==> config.mk <==
export PLATFORM = sky130hd
export DESIGN_NAME = sktbs_ctrl
export DESIGN_NICKNAME = d
export VERILOG_FILES = /design/src/rtl/sorted_key_table_binary_search_assert.svh /design/src/rtl/sktbs_pkg.sv /design/src/rtl/sktbs_ctrl.sv
export SDC_FILE = /design/constraint.sdc
export NUM_CORES = 1
export LEC_CHECK = 0
export ABC_CLOCK_PERIOD_IN_PS = 1900
export BUFFER_PORTS_ARGS = -buffer_cell sky130_fd_sc_hd__buf_2
export CAP_MARGIN = 30
export CORE_AREA = 2 2 39 41
export CTS_CLUSTER_DIAMETER = 120
export CTS_CLUSTER_SIZE = 24
export DETAILED_ROUTE_END_ITERATION = 16
export DIE_AREA = 0 0 41 43
export PLACE_DENSITY = 0.6
export SLEW_MARGIN = 40
export SYNTH_ARGS = -nofsm -noshare
export SYNTH_HDL_FRONTEND = slang
export SYNTH_SLANG_ARGS = --single-unit
==> constraint.sdc <==
create_clock -name clk -period 1.9 [get_ports clk]
set_input_delay 0.38 -clock clk [delete_from_list [all_inputs] [get_ports clk]]
set_output_delay 0.38 -clock clk [all_outputs]
set_load 0.05 [all_outputs]
==> src/rtl/sorted_key_table_binary_search_assert.svh <==
// assertion macros for the sorted key table
`ifndef SORTED_KEY_TABLE_BINARY_SEARCH_ASSERT_SVH
`define SORTED_KEY_TABLE_BINARY_SEARCH_ASSERT_SVH

`ifndef SYNTHESIS

`define SKTBS_ASSERT_NOW(label, clk, rst_n, ante, cons) \
    label: assert property (@(posedge clk) disable iff (!rst_n) (ante) |-> (cons)) \
        else $error("sktbs assertion failed");

`define SKTBS_ASSERT_NEXT(label, clk, rst_n, ante, cons) \
    label: assert property (@(posedge clk) disable iff (!rst_n) (ante) |=> (cons)) \
        else $error("sktbs assertion failed");

`else

`define SKTBS_ASSERT_NOW(label, clk, rst_n, ante, cons)

`define SKTBS_ASSERT_NEXT(label, clk, rst_n, ante, cons)

`endif

`endif

==> src/rtl/sktbs_pkg.sv <==
`default_nettype none

package sktbs_pkg;

    localparam int KEY_W = 32;
    localparam int VAL_W = 64;

    typedef enum logic [2:0] {
        ST_IDLE,
        ST_SRCH_RD,
        ST_SRCH_CMP,
        ST_PLACE,
        ST_SHIFT,
        ST_DRAIN,
        ST_WRITE,
        ST_RESULT
    } state_t;

    typedef struct packed {
        logic load;
        logic drop;
        logic place_lo;
        logic search_rd;
        logic search_cmp;
        logic shift_start;
        logic shift_step;
        logic write_new;
        logic emit;
    } cmd_t;

    typedef struct packed {
        logic op_ins;
        logic full;
        logic range_empty;
        logic key_eq;
        logic shift_need;
        logic shift_last;
        logic out_busy;
    } status_t;

endpackage

`default_nettype wire

==> src/rtl/sktbs_ctrl.sv <==
`default_nettype none

module sktbs_ctrl
(
    input  logic              clk,
    input  logic              rst_n,
    input  logic              in_valid,
    output logic              in_stall,
    input  sktbs_pkg::status_t st,
    output sktbs_pkg::cmd_t    cmd
);
    import sktbs_pkg::*;

    state_t state_reg;
    state_t state_next;

    always_ff @(posedge clk or negedge rst_n)
    begin
        if (!rst_n)
        begin
            state_reg <= ST_IDLE;
        end
        else
        begin
            state_reg <= state_next;
        end
    end

    always_comb
    begin
        cmd        = '0;
        state_next = state_reg;
        in_stall   = 1'b1;
        unique case (state_reg)
            ST_IDLE:
            begin
                in_stall = 1'b0;
                if (in_valid)
                begin
                    cmd.load   = 1'b1;
                    state_next = ST_SRCH_RD;
                end
            end
            ST_SRCH_RD:
            begin
                if (st.op_ins && st.full)
                begin
                    cmd.drop   = 1'b1;
                    state_next = ST_RESULT;
                end
                else if (st.range_empty)
                begin
                    // search ended without a match, insert point is low
                    cmd.place_lo = 1'b1;
                    state_next   = st.op_ins ? ST_PLACE : ST_RESULT;
                end
                else
                begin
                    cmd.search_rd = 1'b1;
                    state_next    = ST_SRCH_CMP;
                end
            end
            ST_SRCH_CMP:
            begin
                cmd.search_cmp = 1'b1;
                if (st.key_eq)
                begin
                    state_next = st.op_ins ? ST_PLACE : ST_RESULT;
                end
                else
                begin
                    state_next = ST_SRCH_RD;
                end
            end
            ST_PLACE:
            begin
                if (st.shift_need)
                begin
                    cmd.shift_start = 1'b1;
                    state_next      = ST_SHIFT;
                end
                else
                begin
                    state_next = ST_WRITE;
                end
            end
            ST_SHIFT:
            begin
                cmd.shift_step = 1'b1;
                if (st.shift_last)
                begin
                    state_next = ST_DRAIN;
                end
            end
            ST_DRAIN:
            begin
                // last moved entry is written this cycle
                state_next = ST_WRITE;
            end
            ST_WRITE:
            begin
                cmd.write_new = 1'b1;
                state_next    = ST_RESULT;
            end
            ST_RESULT:
            begin
                if (!st.out_busy)
                begin
                    cmd.emit   = 1'b1;
                    state_next = ST_IDLE;
                end
            end
            default:
            begin
                state_next = ST_IDLE;
            end
        endcase
    end

endmodule

`default_nettype wire

==> results.json, run 1 <==
{
  "finish.utilization_pct": 32.0,
  "grt_antenna_before_repair": 0,
  "die_w_um": 41,
  "wl_um": 730,
  "io_pins": 20,
  "grt_pass1_wl_um": 1180,
  "start_util_pct": 22.8,
  "cts_root_buf": "clkbuf_4",
  "overflow": 0,
  "synthArstFlopShare_pct": 100,
  "netlist_area_um2": 315,
  "grt_pass1_vias": 271,
  "routabilityCongestion": 0.760,
  "avgSynthCellArea_um2": 8.30,
  "cts-buffers-inserted": 3,
  "port_buffers": 19,
  "drive_gt1_share_pct": 52.5,
  "critPathKind": "register to output pin",
  "clock_path_buffers": 2,
  "hold_start": "st[6]",
  "synth_most_common_cell": "nand2_1",
  "syn_nets": 48,
  "drtPass1Iterations": 4,
  "synthTopCellsByArea": "dfrtp_1, buf_6, nand2_1",
  "rsz0062_at_grt": "no",
  "postSynthCellCount": 38,
  "num_antenna_cells": 0,
  "period_share_pct": 96.6,
  "dp_slack_ns": 0.248,
  "whs_path_depth": 2,
  "crit_required_ns": 1.52,
  "cp.buffers_inverters": 1,
  "core_mm2": 0.00138,
  "setup_violations": 0,
  "cts_htree_levels": 1,
  "nets": 70,
  "p_total_mw": 0.696,
  "timing.rr.start": "state_reg[2]",
  "ir_worst_vdd_uv": 789,
  "holdWs_ns": 0.386,
  "status": "completed",
  "hp-class": "input port to register",
  "power_leakage_nw": 0.212,
  "clock-sinks": 3,
  "period_needed_ns": 1.84,
  "setup_slack_ns": 0.0650,
  "crit_slowest_cell": "dfrtp_2",
  "clock_latency_ns": 0.24,
  "ys_warn_count": 0,
  "crit_path_end_kind": "output pin",
  "drc_errors": 0,
  "final.setup_skew_ns": 0.00119,
  "hold_viol": 0,
  "cp_data_arrival_time_ns": 1.46,
  "die_area_mm2": 0.00176,
  "num_vias": 335,
  "crit_fanout": 12,
  "cts_tree": "built",
  "wl_met3_um": 59,
  "fillers": 161,
  "yosys_most_used_dff": "dfrtp_1",
  "drt_iter0_markers": 8,
  "yosysSeqAreaShare_pct": 23.8,
  "maxUsedRoutingLayer": "met4",
  "hpwlAfterDp_um": 532,
  "path_clk_slew_ns": 0.04,
  "fp.dieH_um": 43,
  "cp_cell_sequence": "or3_4, nor2_2, buf_2",
  "slew_headroom_pct": 83.6,
  "synth_top_cell_by_area": "dfrtp_1",
  "worst_pin_slew_ns": 0.248,
  "multi_input_area_um2": 209,
  "largest_reg_flops": 3,
  "wl_met2_um": 310,
  "rr_endpoint": "state_reg[2]",
  "netlist.area_leader.share_pct": 23.8,
  "r2r_cells": 3,
  "power.density_mw_per_mm2": 1570,
  "ys_seq_elements": 3,
  "min_to": "state_reg[2]",
  "synth_common_cells": "nand2_1, dfrtp_1, nor2_1, nor2_2",
  "track_usage_pct": 10.5,
  "drtAntennaViolNets": 0,
  "yosysUniqueCellTypes": 25,
  "slew_viol_final": 0,
  "placementRows": 14,
  "vias_per_cell": 4.47,
  "synth_edf_count": 0,
  "area_delta_synth_final_pct": 40.5,
  "drt-met1-wl_um": 338,
  "wl_per_cell_um": 9.73,
  "slowest_delay_ns": 0.48,
  "critPathTopFamily": "flip-flops",
  "regToRegSetupSlack_ns": 0.78,
  "fmax_mhz": 545,
  "grt_max_degree": 14,
  "regArea_um2": 78.8,
  "max-cap-violations": 0,
  "startpoint_type": "register"
}
==> worst register-to-register path, cell delays in order (launching register included) <==
cell and delay [ns]:
dfrtp_2 0.48, or2b_1 0.28, nor2_2 0.14, o32ai_2 0.09
==> cell families after synthesis <==
family	after synthesis	synth area share, %
buf+inv	4	9.92
simple gates	21	40.9
compound gates	9	22.2
flops	3	23.8
mux	1	3.17
==> timing repair <==
item,CTS,global route
hold buffers,1,0
hold endpoints to repair,3,0
endpoints found under the setup margin,1,2
resized for setup,1,2
buffers inserted,0,0
==> where the power goes <==
| group | total (mW) | switching [mW] | internal, mW |
|---|---|---|---|
| Combinational | 0.383 | 0.249 | 0.134 |
| Sequential | 0.198 | 0.0973 | 0.101 |
| Clock | 0.115 | 0.0357 | 0.0789 |
| Total | 0.696 | 0.382 | 0.314 |
==> stage by stage <==
step / TNS (ns) / area (um2) / instances
floorplan: -0.381 / 315 / 38
global placement: 0 / 403 / 70
detailed placement: 0 / 403 / 70
CTS: 0 / 440 / 75
global route: 0 / 443 / 75
finish: 0 / 443 / 75
==> metal layers <==
layer / up-vias / track usage [%]
met5: - / 0
met2: 15 / 10.9
met3: 2 / 4.71
li1: 178 / -
met4: 0 / 10.0
met1: 140 / 14.6
==> final cells by class <==
cell class / instances / area share [%]
clock buffers: 4 / 5.93
inverters: 1 / 0.847
multi-input cells: 31 / 47.2
flip-flops and latches: 3 / 17.8
well taps: 16 / 4.52
repair buffers: 20 / 23.7
==> layout by cell type (no fill, tap or decap), types with 2 or more instances in the layout <==
| cell | count |
|---|---|
| a21oi_1 | 2 |
| buf_2 | 19 |
| clkbuf_4 | 3 |
| dfrtp_2 | 3 |
| nand2_1 | 5 |
| nor2_1 | 3 |
| nor2_2 | 3 |
| nor3b_1 | 2 |
==> worst max-delay path by stage <==
stage	start	end	slack (ns)	depth (start not counted)
5_1_grt	state_reg[0]	cmd[8]	0.008	3
4_1_cts	state_reg[0]	cmd[8]	0.004	3
3_3_place_gp	state_reg[2]	cmd[0]	0.27	3
6_report	state_reg[0]	cmd[8]	0.06	3
2_1_floorplan	state_reg[0]	cmd[2]	-0.19	2
3_5_place_dp	state_reg[2]	cmd[0]	0.25	3
No activity file was read; power rests on OpenSTA's default activity.
==> inputs of run 2 (changes only) <==
--- a/config.mk
+++ b/config.mk
@@ -9,6 +9,7 @@
 export BUFFER_PORTS_ARGS = -buffer_cell sky130_fd_sc_hd__buf_2
 export CAP_MARGIN = 30
 export CORE_AREA = 2 2 39 41
+export CTS_BUF_LIST = sky130_fd_sc_hd__clkbuf_8
 export CTS_CLUSTER_DIAMETER = 120
 export CTS_CLUSTER_SIZE = 24
 export DETAILED_ROUTE_END_ITERATION = 16
@@ -18,3 +19,4 @@
 export SYNTH_ARGS = -nofsm -noshare
 export SYNTH_HDL_FRONTEND = slang
 export SYNTH_SLANG_ARGS = --single-unit
+export TNS_END_PERCENT = 30
==> run 2 against run 1 <==
Compared with the run above:
- clock skew increased by 0.0014 ns
- total power increased by 9.9%
- critical path depth unchanged
- sequential power about the same
- core utilization increased by 1.4 points
- hold slack improved by 0.019 ns
==> results.json, run 2 (synthesized netlist as in run 1, its figures left out) <==
{
  "clock_latency_ns": 0.22,
  "core_mm2": 0.00138,
  "setup_slack_ns": 0.0860,
  "fp.dieH_um": 43,
  "crit_slowest_cell": "dfrtp_2",
  "drc_errors": 0,
  "grt_antenna_before_repair": 0,
  "area_delta_synth_final_pct": 46.4,
  "crit_path_end_kind": "output pin",
  "drive_gt1_share_pct": 52.5,
  "largest_reg_flops": 3,
  "cts_htree_levels": 1,
  "clock-sinks": 3,
  "drtAntennaViolNets": 0,
  "final.setup_skew_ns": 0.00259,
  "die_area_mm2": 0.00176,
  "nets": 70,
  "max-cap-violations": 0,
  "fmax_mhz": 551,
  "crit_fanout": 12,
  "grt_pass1_wl_um": 1190,
  "regArea_um2": 78.8,
  "slew_headroom_pct": 83.6,
  "cp.buffers_inverters": 1,
  "drt_iter0_markers": 6,
  "status": "completed",
  "routabilityCongestion": 0.760,
  "vias_per_cell": 4.43,
  "start_util_pct": 22.8,
  "fillers": 161,
  "drtPass1Iterations": 4,
  "finish.utilization_pct": 33.4,
  "multi_input_area_um2": 209,
  "die_w_um": 41,
  "grt_max_degree": 14,
  "slowest_delay_ns": 0.47,
  "power.density_mw_per_mm2": 1660,
  "dp_slack_ns": 0.248,
  "worst_pin_slew_ns": 0.248,
  "clock_path_buffers": 2,
  "grt_pass1_vias": 275,
  "post-cts-setup-buffer-count": 0,
  "final_cell_mix": "buf_2, nand2_1",
  "num_antenna_cells": 0,
  "period_needed_ns": 1.81,
  "setup_violations": 0,
  "cts-buffers-inserted": 3,
  "io_pins": 20,
  "placementRows": 14,
  "hold_viol": 0,
  "track_usage_pct": 10.6,
  "crit_required_ns": 1.52,
  "hpwlAfterDp_um": 532,
  "startpoint_type": "register",
  "overflow": 0,
  "cts_tree": "built",
  "cp_data_arrival_time_ns": 1.43,
  "path_clk_slew_ns": 0.03,
  "power_leakage_nw": 0.224,
  "cts_root_buf": "clkbuf_8",
  "rsz0062_at_grt": "no",
  "hp-class": "input port to register",
  "holdWs_ns": 0.405,
  "port_buffers": 19,
  "cp_cell_sequence": "or3_4, nor2_2, buf_2",
  "period_share_pct": 95.5,
  "ir_worst_vdd_uv": 741,
  "num_vias": 332,
  "wl_per_cell_um": 9.91,
  "critPathTopFamily": "simple AND/OR/NAND/NOR gates",
  "final_common_cell": "buf_2",
  "wl_um": 743,
  "slew_viol_final": 0,
  "critPathKind": "register to output pin"
}
run 2: report_power, final:
part | switching, mW | internal (mW)
logic | 0.249 | 0.134
clock network | 0.0462 | 0.138
registers | 0.0966 | 0.101
run 2: worst reg2reg max path: stages (launching register included):
cell,delay (ns)
dfrtp_2,0.48
or2b_1,0.28
nor2_2,0.14
o32ai_2,0.09
run 2: metal layers:
layer | vias up | global-route usage [%] | part of all wire, %
li1 | 177 | - | -
met1 | 138 | 14.9 | 46
met2 | 15 | 10.9 | 43
met3 | 2 | 4.71 | 8.1
met4 | 0 | 10.0 | 2.4
met5 | - | 0 | 0
run 2: layout make-up:
| class | instances | area share (%) |
|---|---|---|
| multi-input combinational | 31 | 45.3 |
| timing repair buffer | 20 | 22.8 |
| clock buffer | 3 | 8.94 |
| sequential | 3 | 17.1 |
| tap | 16 | 4.34 |
| inverter | 1 | 0.813 |
| clock inverter | 1 | 0.813 |
run 2: path summary, 6_finish.rpt:
kind	from	end	slack, ns	cells past startpoint
worst max-delay path	state_reg[0]	cmd[8]	0.09	3
min in group asynchronous	rst_n	state_reg[2]	0.48	2
worst max register to register	state_reg[2]	state_reg[2]	0.78	3
worst min register to register	state_reg[0]	state_reg[1]	0.61	1
max in group asynchronous	rst_n	state_reg[0]	1.30	2
worst min-delay path	st[6]	state_reg[2]	0.41	2
run 2: what timing repair did:
item / 4_1_cts / 5_1_grt
hold buffers: 1 / 0
gates resized for setup: 0 / 3
hold endpoints to repair: 3 / 0
endpoints found under the setup margin: 0 / 3
run 2: metrics by stage:
stage	TNS [ns]	std cells	power [mW]	instance area [um2]
after floorplan	-0.381	38	0.534	315
after global placement	0	70	0.572	403
after detailed placement	0	70	0.577	403
after CTS	0	75	0.769	458
after global routing	0	75	0.820	462
final	0	75	0.765	462
==> inputs of run 3 (changes only) <==
--- a/config.mk
+++ b/config.mk
@@ -5,7 +5,7 @@
 export SDC_FILE = /design/constraint.sdc
 export NUM_CORES = 1
 export LEC_CHECK = 0
-export ABC_CLOCK_PERIOD_IN_PS = 1900
+export ABC_CLOCK_PERIOD_IN_PS = 1580
 export BUFFER_PORTS_ARGS = -buffer_cell sky130_fd_sc_hd__buf_2
 export CAP_MARGIN = 30
 export CORE_AREA = 2 2 39 41
@@ -14,7 +14,7 @@
 export CTS_CLUSTER_SIZE = 24
 export DETAILED_ROUTE_END_ITERATION = 16
 export DIE_AREA = 0 0 41 43
-export PLACE_DENSITY = 0.6
+export PLACE_DENSITY = 0.61
 export SLEW_MARGIN = 40
 export SYNTH_ARGS = -nofsm -noshare
 export SYNTH_HDL_FRONTEND = slang
==> constraint.sdc (replaced) <==
create_clock -name clk -period 1.58 [get_ports clk]
set_input_delay 0.316 -clock clk [delete_from_list [all_inputs] [get_ports clk]]
set_output_delay 0.316 -clock clk [all_outputs]
set_load 0.05 [all_outputs]
==> run 3 against run 2 <==
Compared with the run above:
- final cell count increased by 4.0%
- core utilization up 6.1 points
- total power up 40%
- wire length grew 18%
- register-to-register slack worse by 0.35 ns
==> results.json, run 3 (synthesized netlist as in run 1, its figures left out) <==
{
  "final.setup_skew_ns": 0.00285,
  "hp-class": "input port to register",
  "crit_required_ns": 1.26,
  "wl_per_cell_um": 11.3,
  "port_buffers": 19,
  "vias_per_cell": 4.68,
  "fmax_mhz": 639,
  "post-cts-setup-buffer-count": 0,
  "startpoint_type": "register",
  "hold_viol": 0,
  "grt_antenna_before_repair": 0,
  "num_vias": 365,
  "nets": 73,
  "cp_cell_sequence": "or3_4, nor2_4, buf_8",
  "overflow": 0,
  "die_w_um": 41,
  "drc_errors": 0,
  "setup_violations": 0,
  "crit_fanout": 6,
  "cts_root_buf": "clkbuf_8",
  "track_usage_pct": 11.5,
  "clock_path_buffers": 2,
  "cts-buffers-inserted": 3,
  "finish.utilization_pct": 39.5,
  "area_delta_synth_final_pct": 73.4,
  "drtAntennaViolNets": 0,
  "core_mm2": 0.00138,
  "clock_latency_ns": 0.22,
  "grt_pass1_vias": 333,
  "drt_iter0_markers": 2,
  "wl_um": 879,
  "final_common_cell": "buf_2",
  "ir_worst_vdd_uv": 850,
  "placementRows": 14,
  "dp_slack_ns": 0.163,
  "grt_pass1_wl_um": 1300,
  "fp.dieH_um": 43,
  "period_needed_ns": 1.57,
  "hpwlAfterDp_um": 600,
  "regToRegSetupSlack_ns": 0.43,
  "path_clk_slew_ns": 0.03,
  "power.density_mw_per_mm2": 1950,
  "status": "completed",
  "cp_data_arrival_time_ns": 1.25,
  "slowest_delay_ns": 0.43,
  "start_util_pct": 22.8,
  "period_share_pct": 99.1,
  "clock-sinks": 3,
  "final_cell_mix": "buf_2, nand2_1, buf_6, buf_4, clkbuf_8",
  "grt_max_degree": 12,
  "num_antenna_cells": 0,
  "routabilityCongestion": 0.764,
  "rsz0062_at_grt": "yes",
  "io_pins": 20,
  "holdWs_ns": 0.351,
  "crit_slowest_cell": "dfrtp_2",
  "largest_reg_flops": 3,
  "slew_headroom_pct": 83.6,
  "cts_tree": "built",
  "cts_htree_levels": 1,
  "worst_pin_slew_ns": 0.248,
  "power_leakage_nw": 0.253,
  "postPlaceCellArea_um2": 425,
  "drtPass1Iterations": 3,
  "final_area_um2": 547,
  "slew_viol_final": 0,
  "critPathKind": "register to output pin",
  "setup_slack_ns": 0.0150,
  "p_total_mw": 1.07,
  "max-cap-violations": 0,
  "crit_path_end_kind": "output pin",
  "drive_gt1_share_pct": 56.5,
  "die_area_mm2": 0.00176
}
-- run 3: changes by cell type in the layout (fill, tap and decap cells not counted), moves of 2 or more --
| cell | change |
|---|---|
| dfrtp_1 | +2 |
| buf_2 | -8 |
| nor2_4 | +2 |
| buf_4 | +4 |
| clkbuf_4 | +2 |
| buf_6 | +4 |
| dfrtp_2 | -2 |
-- run 3: cell type report --
type	instances	area, um2
Sequential cell	3	76.3
Timing Repair Buffer	23	170
Multi-Input combinational cell	31	231
Clock inverter	1	3.75
Clock buffer	3	41.3
Inverter	1	3.75
Tap cell	16	20.0
Fill cell	149	837
-- run 3: worst max-delay path: cells and delay by family, from the launching register on --
kind,cells,cell delay (ns)
AND/OR/NAND/NOR,2,0.45
flip-flops,1,0.43
buffers and inverters,1,0.15
-- run 3: worst paths after layout --
check                             startpoint  cells past startpoint            to
min in group asynchronous              rst_n                      2  state_reg[2]
worst max-delay path            state_reg[2]                      3        cmd[8]
worst min register to register  state_reg[0]                      2  state_reg[1]
max in group asynchronous              rst_n                      2  state_reg[2]
worst min-delay path                   st[6]                      2  state_reg[2]
worst max register to register  state_reg[1]                      4  state_reg[2]
-- run 3: where the power goes --
| group | switching [mW] | internal (mW) |
|---|---|---|
| Combinational | 0.425 | 0.266 |
| Clock | 0.0560 | 0.166 |
| Sequential | 0.0368 | 0.117 |
| Total | 0.518 | 0.549 |
-- run 3: per-layer routing --
layer  vias up  share of wire [%]  GRT usage [%]
met5         -                  0              0
met4         0                3.2           12.0
met3         3                6.7           3.14
met2        14                 49           15.6
met1       167                 41           13.2
li1        181                  -              -
-- run 3: per-stage QoR --
| step | TNS, ns | std cells |
|---|---|---|
| detailed placement | 0 | 73 |
| floorplan | -1.27 | 38 |
| global placement | 0 | 73 |
| finish | 0 | 78 |
| CTS | -0.0214 | 78 |
| global route | -0.156 | 78 |
-- run 3: what timing repair did --
item / 4_1_cts / 5_1_grt
pin swaps: 0 / 2
endpoints found under the hold margin: 3 / 0
endpoints found under the setup margin: 6 / 9
gates resized for setup: 9 / 11
hold buffers: 1 / 0
gates cloned: 0 / 0
